[src/hw/rtl/wfu_pkg.sv]
`timescale 1ns / 1ps
`default_nettype none

package wfu_pkg;

    // Header byte codes
    localparam logic [7:0] OPC_TEXT_FINAL  = 8'h81;
    localparam logic [7:0] OPC_CLOSE_FINAL = 8'h88;
    localparam logic [7:0] OPC_NIBBLE_MASK = 8'h0F;
    localparam logic [7:0] LEN_CODE_MASK   = 8'h7F;
    localparam logic [7:0] LEN_CODE_16     = 8'd126;
    localparam logic [7:0] LEN_CODE_64     = 8'd127;

    // Frame kinds reported on the result
    localparam logic [3:0] KIND_TEXT  = 4'd1;
    localparam logic [3:0] KIND_CLOSE = 4'd8;

    // Position of the first mask key byte within the header
    localparam logic [3:0] MASK_OFS_SHORT = 4'd2;
    localparam logic [3:0] MASK_OFS_16    = 4'd4;
    localparam logic [3:0] MASK_OFS_64    = 4'd10;

    // tuser layout on the result side
    localparam int USER_W = 6;

    typedef struct packed {
        logic       emit;
        logic [7:0] payload_byte;
        logic       payload_valid;
        logic [3:0] frame_kind;
        logic       end_of_frame;
        logic       truncated;
    } t_dec_result;

endpackage

`default_nettype wire

[src/hw/rtl/websocket_frame_unmasker_unit.sv]
// Pipeline: an input transaction goes into the input register, then is parsed and
//   unmasked into the result register that drives the master side.
// Throughput: 1 byte per cycle, back to back; with both registers full, slave tready
//   follows master tready, so a stalled result holds the input.
// Reset: synchronous, active low; clears both valid flags and the parser state.
`timescale 1ns / 1ps
`default_nettype none

module websocket_frame_unmasker_unit (
    input  wire logic                       i_clk,
    input  wire logic                       i_rst_n,
    // slave side: received frame bytes
    input  wire logic                       i_s_axis_tvalid,
    output logic                            o_s_axis_tready,
    input  wire logic [7:0]                 i_s_axis_tdata,   // [7:0] frame_byte
    input  wire logic                       i_s_axis_tlast,   // frame_end
    // master side: decoded results
    output logic                            o_m_axis_tvalid,
    input  wire logic                       i_m_axis_tready,
    output logic [7:0]                      o_m_axis_tdata,   // [7:0] payload_byte
    // [0] payload_valid, [4:1] frame_kind, [5] truncated
    output logic [wfu_pkg::USER_W-1:0]      o_m_axis_tuser,
    output logic                            o_m_axis_tlast    // end_of_frame
);

    // ---------------------------------------------------------------------
    // Input register
    // ---------------------------------------------------------------------
    logic       r_in_valid;
    logic [7:0] r_in_byte;
    logic       r_in_last;

    // Result register
    logic       r_out_valid;
    logic [7:0] r_out_byte;
    logic       r_out_pvalid;
    logic [3:0] r_out_kind;
    logic       r_out_eof;
    logic       r_out_trunc;

    logic                 in_xact;
    logic                 out_free;
    logic                 step;
    wfu_pkg::t_dec_result dec_res;

    // The held byte advances whenever the result register can take a new
    // entry; bytes that produce no result advance all the same.
    assign out_free        = !r_out_valid || i_m_axis_tready;
    assign step            = r_in_valid && out_free;
    assign o_s_axis_tready = !r_in_valid || step;
    assign in_xact         = i_s_axis_tvalid && o_s_axis_tready;

    always_ff @(posedge i_clk) begin
        if (!i_rst_n) begin
            r_in_valid <= 1'b0;
        end else if (o_s_axis_tready) begin
            r_in_valid <= i_s_axis_tvalid;
        end
    end

    always_ff @(posedge i_clk) begin
        if (in_xact) begin
            r_in_byte <= i_s_axis_tdata;
            r_in_last <= i_s_axis_tlast;
        end
    end

    // ---------------------------------------------------------------------
    // Frame parser and unmask
    // ---------------------------------------------------------------------
    wfu_decoder u_decoder (
        .i_clk    (i_clk),
        .i_rst_n  (i_rst_n),
        .i_step   (step),
        .i_byte   (r_in_byte),
        .i_last   (r_in_last),
        .o_result (dec_res)
    );

    // ---------------------------------------------------------------------
    // Result register
    // ---------------------------------------------------------------------
    always_ff @(posedge i_clk) begin
        if (!i_rst_n) begin
            r_out_valid <= 1'b0;
        end else if (out_free) begin
            r_out_valid <= dec_res.emit;
        end
    end

    always_ff @(posedge i_clk) begin
        if (out_free && dec_res.emit) begin
            r_out_byte   <= dec_res.payload_byte;
            r_out_pvalid <= dec_res.payload_valid;
            r_out_kind   <= dec_res.frame_kind;
            r_out_eof    <= dec_res.end_of_frame;
            r_out_trunc  <= dec_res.truncated;
        end
    end

    assign o_m_axis_tvalid = r_out_valid;
    assign o_m_axis_tdata  = r_out_byte;
    assign o_m_axis_tuser  = {r_out_trunc, r_out_kind, r_out_pvalid};
    assign o_m_axis_tlast  = r_out_eof;

    // ---------------------------------------------------------------------
    // Assertions
    // ---------------------------------------------------------------------
    // Unmasked data only ever comes from a text frame with a complete header.
    a_payload_is_text: assert property (@(posedge i_clk) disable iff (!i_rst_n)
        (r_out_valid && r_out_pvalid) |-> (r_out_kind == wfu_pkg::KIND_TEXT && !r_out_trunc))
        else $error("payload result without text kind");

    // A truncated header is only reported on the frame's last byte.
    a_trunc_is_eof: assert property (@(posedge i_clk) disable iff (!i_rst_n)
        (r_out_valid && r_out_trunc) |-> r_out_eof)
        else $error("truncated result without end of frame");

    // A held byte with a stalled result register must block the slave side.
    a_stall_blocks_input: assert property (@(posedge i_clk) disable iff (!i_rst_n)
        (r_in_valid && r_out_valid && !i_m_axis_tready) |-> !o_s_axis_tready)
        else $error("input accepted while pipeline stalled");

    // No result shows up right out of reset.
    a_reset_clears_out: assert property (@(posedge i_clk)
        !i_rst_n |=> !o_m_axis_tvalid)
        else $error("result valid after reset");

endmodule

`default_nettype wire

[src/hw/rtl/wfu_decoder.sv]
`timescale 1ns / 1ps
`default_nettype none

// Per-byte frame parser: header walk, key capture, payload unmask.
module wfu_decoder (
    input  wire logic                 i_clk,
    input  wire logic                 i_rst_n,
    input  wire logic                 i_step,
    input  wire logic [7:0]           i_byte,
    input  wire logic                 i_last,
    output wfu_pkg::t_dec_result      o_result
);

    typedef enum logic [1:0] {
        ST_IDLE,
        ST_HEADER,
        ST_DATA,
        ST_DISCARD
    } t_phase;

    t_phase      r_phase,    n_phase;
    logic [3:0]  r_hdr_pos,  n_hdr_pos;
    logic [3:0]  r_mask_ofs, n_mask_ofs;
    logic [1:0]  r_key_idx,  n_key_idx;
    logic [31:0] r_mask_key;

    logic        key_wr;
    logic        key_done;
    logic [3:0]  key_diff;
    logic [7:0]  len_code;
    logic [7:0]  key_byte;

    assign key_diff = r_hdr_pos - r_mask_ofs;
    assign len_code = i_byte & wfu_pkg::LEN_CODE_MASK;
    assign key_byte = r_mask_key[{r_key_idx, 3'b000} +: 8];

    always_comb begin
        n_phase    = r_phase;
        n_hdr_pos  = r_hdr_pos;
        n_mask_ofs = r_mask_ofs;
        n_key_idx  = r_key_idx;
        key_wr     = 1'b0;
        key_done   = 1'b0;
        o_result   = '0;

        case (r_phase)
            ST_IDLE: begin
                if (i_byte == wfu_pkg::OPC_TEXT_FINAL) begin
                    if (i_last) begin
                        o_result.emit         = 1'b1;
                        o_result.frame_kind   = wfu_pkg::KIND_TEXT;
                        o_result.end_of_frame = 1'b1;
                        o_result.truncated    = 1'b1;
                    end else begin
                        n_phase   = ST_HEADER;
                        n_hdr_pos = 4'd1;
                    end
                end else begin
                    o_result.emit         = 1'b1;
                    o_result.frame_kind   = (i_byte == wfu_pkg::OPC_CLOSE_FINAL)
                                          ? wfu_pkg::KIND_CLOSE
                                          : i_byte[3:0];
                    o_result.end_of_frame = i_last;
                    if (!i_last) begin
                        n_phase = ST_DISCARD;
                    end
                end
            end
            ST_HEADER: begin
                if (r_hdr_pos == 4'd1) begin
                    if (len_code == wfu_pkg::LEN_CODE_16) begin
                        n_mask_ofs = wfu_pkg::MASK_OFS_16;
                    end else if (len_code == wfu_pkg::LEN_CODE_64) begin
                        n_mask_ofs = wfu_pkg::MASK_OFS_64;
                    end else begin
                        n_mask_ofs = wfu_pkg::MASK_OFS_SHORT;
                    end
                end else if (r_hdr_pos >= r_mask_ofs) begin
                    key_wr   = 1'b1;
                    key_done = (key_diff[1:0] == 2'd3);
                end
                n_hdr_pos = r_hdr_pos + 4'd1;
                if (key_done) begin
                    n_phase   = ST_DATA;
                    n_key_idx = 2'd0;
                end
                if (i_last) begin
                    o_result.emit         = 1'b1;
                    o_result.frame_kind   = wfu_pkg::KIND_TEXT;
                    o_result.end_of_frame = 1'b1;
                    o_result.truncated    = !key_done;
                end
            end
            ST_DATA: begin
                o_result.emit          = 1'b1;
                o_result.payload_byte  = i_byte ^ key_byte;
                o_result.payload_valid = 1'b1;
                o_result.frame_kind    = wfu_pkg::KIND_TEXT;
                o_result.end_of_frame  = i_last;
                n_key_idx              = r_key_idx + 2'd1;
            end
            ST_DISCARD: begin
                // rest of any frame other than a final text frame is dropped
            end
            default: begin
                n_phase = ST_IDLE;
            end
        endcase

        // every frame end puts the parser back to its reset state
        if (i_last) begin
            n_phase    = ST_IDLE;
            n_hdr_pos  = 4'd0;
            n_mask_ofs = wfu_pkg::MASK_OFS_SHORT;
            n_key_idx  = 2'd0;
        end

        if (!i_step) begin
            o_result.emit = 1'b0;
        end
    end

    always_ff @(posedge i_clk) begin
        if (!i_rst_n) begin
            r_phase    <= ST_IDLE;
            r_hdr_pos  <= 4'd0;
            r_mask_ofs <= wfu_pkg::MASK_OFS_SHORT;
            r_key_idx  <= 2'd0;
        end else if (i_step) begin
            r_phase    <= n_phase;
            r_hdr_pos  <= n_hdr_pos;
            r_mask_ofs <= n_mask_ofs;
            r_key_idx  <= n_key_idx;
        end
    end

    // key is always fully written before any payload byte reads it
    always_ff @(posedge i_clk) begin
        if (i_step && key_wr) begin
            r_mask_key[{key_diff[1:0], 3'b000} +: 8] <= i_byte;
        end
    end

endmodule

`default_nettype wire

[config.mk]
export PLATFORM = sky130hd
export DESIGN_NAME = websocket_frame_unmasker_unit
export DESIGN_NICKNAME = d
export VERILOG_FILES = /design/src/hw/rtl/wfu_pkg.sv /design/src/hw/rtl/websocket_frame_unmasker_unit.sv /design/src/hw/rtl/wfu_decoder.sv
export SDC_FILE = /design/constraint.sdc
export NUM_CORES = 1
export LEC_CHECK = 0
export BUFFER_PORTS_ARGS = -buffer_cell sky130_fd_sc_hd__clkbuf_2
export CORE_MARGIN = 2
export CORE_UTILIZATION = 60
export DETAILED_ROUTE_END_ITERATION = 7
export PLACE_DENSITY = 0.8
export SLEW_MARGIN = 5
export SYNTH_ARGS = -nofsm -noshare
export SYNTH_HDL_FRONTEND = slang
export SYNTH_SLANG_ARGS = --single-unit
[constraint.sdc]
create_clock -name i_clk -period 6.4 [get_ports i_clk]
set_clock_uncertainty 0.15 [all_clocks]
set_input_delay 1.92 -clock i_clk [delete_from_list [all_inputs] [get_ports i_clk]]
set_output_delay 1.92 -clock i_clk [all_outputs]
set_load 0.005 [all_outputs]
==> results.sh <==
export IMPL_outcome="completed"
export IMPL_drt_first_pass_iters=5
export IMPL_syn_inst=249
export IMPL_rsz0062_at_grt="false"
export IMPL_fillers=342
export IMPL_crit_required_ns=4.33
export IMPL_swShare_pct=21.79
export IMPL_num_antenna_cells=0
export IMPL_path_max_fanout=3
export IMPL_cp_end_kind="primary output"
export IMPL_dp_hpwl_um=4149
export IMPL_final_period_utilization_pct=70.11
export IMPL_postCtsHoldBufs=0
export IMPL_seqPwrFrac_pct=51.3
export IMPL_max_cap_violations=0
export IMPL_startpoint="i_m_axis_tready"
export IMPL_synth_most_common_cell="edfxtp_1"
export IMPL_internal_power_uw=779.3
export IMPL_power_frac_comb_pct=5.2
export IMPL_critical_path_class="primary input to primary output"
export IMPL_cp_endpoint="o_s_axis_tready"
export IMPL_drtIter0Drc=165
export IMPL_fin_crit_ns=4.487
export IMPL_drt_total_wl_um=6193
export IMPL_power_density_mw_per_mm2=271.3
export IMPL_slew_violations=0
export IMPL_setup_violations=0
export IMPL_yosysTopAreaCell="edfxtp_1"
export IMPL_ir_worst_vdd_uv=217.2
export IMPL_hold_violations=0
export IMPL_gr_usage_all_layers_pct=23.30
export IMPL_numPortBuffers=29
export IMPL_nNetsFinal=303
export IMPL_vias_per_cell=5.772
export IMPL_gr_total_overflow=0
export IMPL_gp_congestion=0.8411
export IMPL_drc=0
export IMPL_dieArea_mm2=0.006012
export IMPL_core_mm2=0.005172
export IMPL_p_clk_share_pct=43.5
export IMPL_critPathLaunchType="primary input"
export IMPL_timing_rr_start="r_in_byte[7]"
export IMPL_clock_sinks=69
export IMPL_path_clk_slew_ns=0.07
export IMPL_drive_gt1_share_pct=21.05
export IMPL_grt_pass1_vias=2033
export IMPL_netlist_area_mm2=0.003244
export IMPL_hp_class="register to register"
export IMPL_clock_latency_ns=0.35
export IMPL_max_freq_ghz=0.2229
export IMPL_ys_ff_latch=69
export IMPL_syn_avg_cell_area_um2=13.03
export IMPL_yosysSeqAreaShare_pct=59.85
export IMPL_fin_tns_setup_ns=0
export IMPL_r2r_slack_ns=3.86
export IMPL_numCtsBuffers=9
export IMPL_vias=2049
export IMPL_post_cts_resized=0
export IMPL_ant_nets=0
export IMPL_async_flop_share_pct=0
export IMPL_cts_htree_levels=3
export IMPL_ios=30
export IMPL_antenna_found_initial=0
export IMPL_row_count=26
export IMPL_ys_flop_type="edfxtp_1"
export IMPL_synth_nets=272
export IMPL_worst_pin_slew_ns=1.125
export IMPL_area_growth_synth_to_final_pct=13.23
export IMPL_synth_edff_count=56
export IMPL_cts_buffer_depth=2
export IMPL_cts_tree="done"
export IMPL_grt_max_degree=16
export IMPL_grt_pass1_wl_um=10350
export IMPL_synth_top_cell_area_share_pct=51.83
export IMPL_die_y_um=77.54
export IMPL_max_slew_margin_pct=24.76
export IMPL_ys_top_cells_by_area="edfxtp_1 (52%), dfxtp_1 (8.0%), and2_1 (7.1%)"
export IMPL_ys_warnings_count=0
export IMPL_clk_root_buffer_cell="clkbuf_8"
export IMPL_p_leak_nw=1.318
export IMPL_die_w_um=77.54
export IMPL_crit_arrival_ns=2.42
export IMPL_start_util_pct=62.72
export IMPL_wire_per_inst_um=17.45
export IMPL_power_net_switching_uw=217.2
export IMPL_synth_common_cells="edfxtp_1 (56), and2_1 (37), nor2_1 (18), dfxtp_1 (13)"
export IMPL_ys_types=39
export IMPL_hold_ws_ns=0.3144
export IMPL_postCtsSetupRepairBufs=0
export IMPL_rr_worst_depth=4
export IMPL_worstReg2RegEnd="o_m_axis_tdata[1]"
[placed cells by master (no fill, tap or decap), types with 9 or more instances in the layout]
cell type / instances
edfxtp_1: 56
and2_1: 37
clkbuf_2: 29
nor2_1: 18
dfxtp_1: 13
inv_1: 10
nand2_1: 10
ha_1: 10
a21oi_1: 9
clkbuf_8: 9
[how the worst min path moves through the flow]
stage,startpoint,to,depth (start not counted),slack [ns]
after floorplan,u_decoder.r_mask_ofs[3],u_decoder.r_mask_ofs[3],2,0.29
after global placement,u_decoder.r_mask_ofs[3],u_decoder.r_mask_ofs[3],2,0.30
after detailed placement,u_decoder.r_mask_ofs[3],u_decoder.r_mask_ofs[3],2,0.30
after CTS,u_decoder.r_mask_ofs[3],u_decoder.r_mask_ofs[3],2,0.32
after global routing,u_decoder.r_mask_ofs[3],u_decoder.r_mask_ofs[3],2,0.34
final,u_decoder.r_mask_ofs[3],u_decoder.r_mask_ofs[3],2,0.31
[flip-flops by register name (all words and copies together), names as in the netlist, 2 cells and up]
name and flops:
u_decoder.r_phase 2, u_decoder.r_key_idx 2, o_m_axis_tdata 8, r_in_byte 8, u_decoder.r_mask_key 32, u_decoder.r_hdr_pos 4
r_out_kind 4, u_decoder.r_mask_ofs 3
[area by class of cell]
| type | count | area [um2] | share of cell area, % |
|---|---|---|---|
| well taps | 70 | 87.58 | 2.384 |
| clock inverters | 7 | 122.6 | 3.338 |
| repair buffers | 30 | 152.6 | 4.155 |
| flip-flops and latches | 69 | 1942 | 52.86 |
| multi-input cells | 160 | 1207 | 32.87 |
| clock buffers | 9 | 123.9 | 3.372 |
| inverters | 10 | 37.54 | 1.022 |
[cells by family after synthesis]
kind of cell	after synthesis	synth area share, %
AO/OA/AOI/OAI	32	6.711
multiplexers	10	6.170
XOR/XNOR	8	2.160
flip-flops	69	59.85
adder cells (fa/ha/maj)	10	3.857
AND/OR/NAND/NOR	100	18.32
buffers and inverters	20	2.931
[worst max-delay path: stages]
cell and delay [ns]:
clkbuf_2 0.09, nor2b_1 0.19, nand2_1 0.10, clkbuf_2 0.12
[power groups by stage]
stage | Clock, mW | Sequential [mW] | Combinational (mW)
after floorplan | 0 | 0.514 | 0.0393
after global placement | 0 | 0.521 | 0.0498
after detailed placement | 0 | 0.521 | 0.0514
after CTS | 0.437 | 0.512 | 0.0519
after global routing | 0.459 | 0.514 | 0.0585
final | 0.433 | 0.511 | 0.0519
[through the flow]
step                util, %  worst slack (ns)  cells  total power [mW]  instance area (um2)
CTS                   71.02             1.921    355             1.000                 3674
detailed placement    66.26             1.929    339            0.5725                 3427
global placement      66.26             1.954    339            0.5704                 3427
floorplan                 -             2.167    249            0.5530                 3244
global route          71.02             1.809    355             1.031                 3674
finish                71.02             1.913    355            0.9965                 3674
[routing by layer]
layer  part of all wire [%]  GRT usage, %  up-vias
li1                       -             -      972
met5                      0             0        -
met4                    2.5         11.43        0
met2                     48         34.70       82
met3                    6.6         5.930       16
met1                     43         32.11      979
No activity file was read; power rests on OpenSTA's default activity.
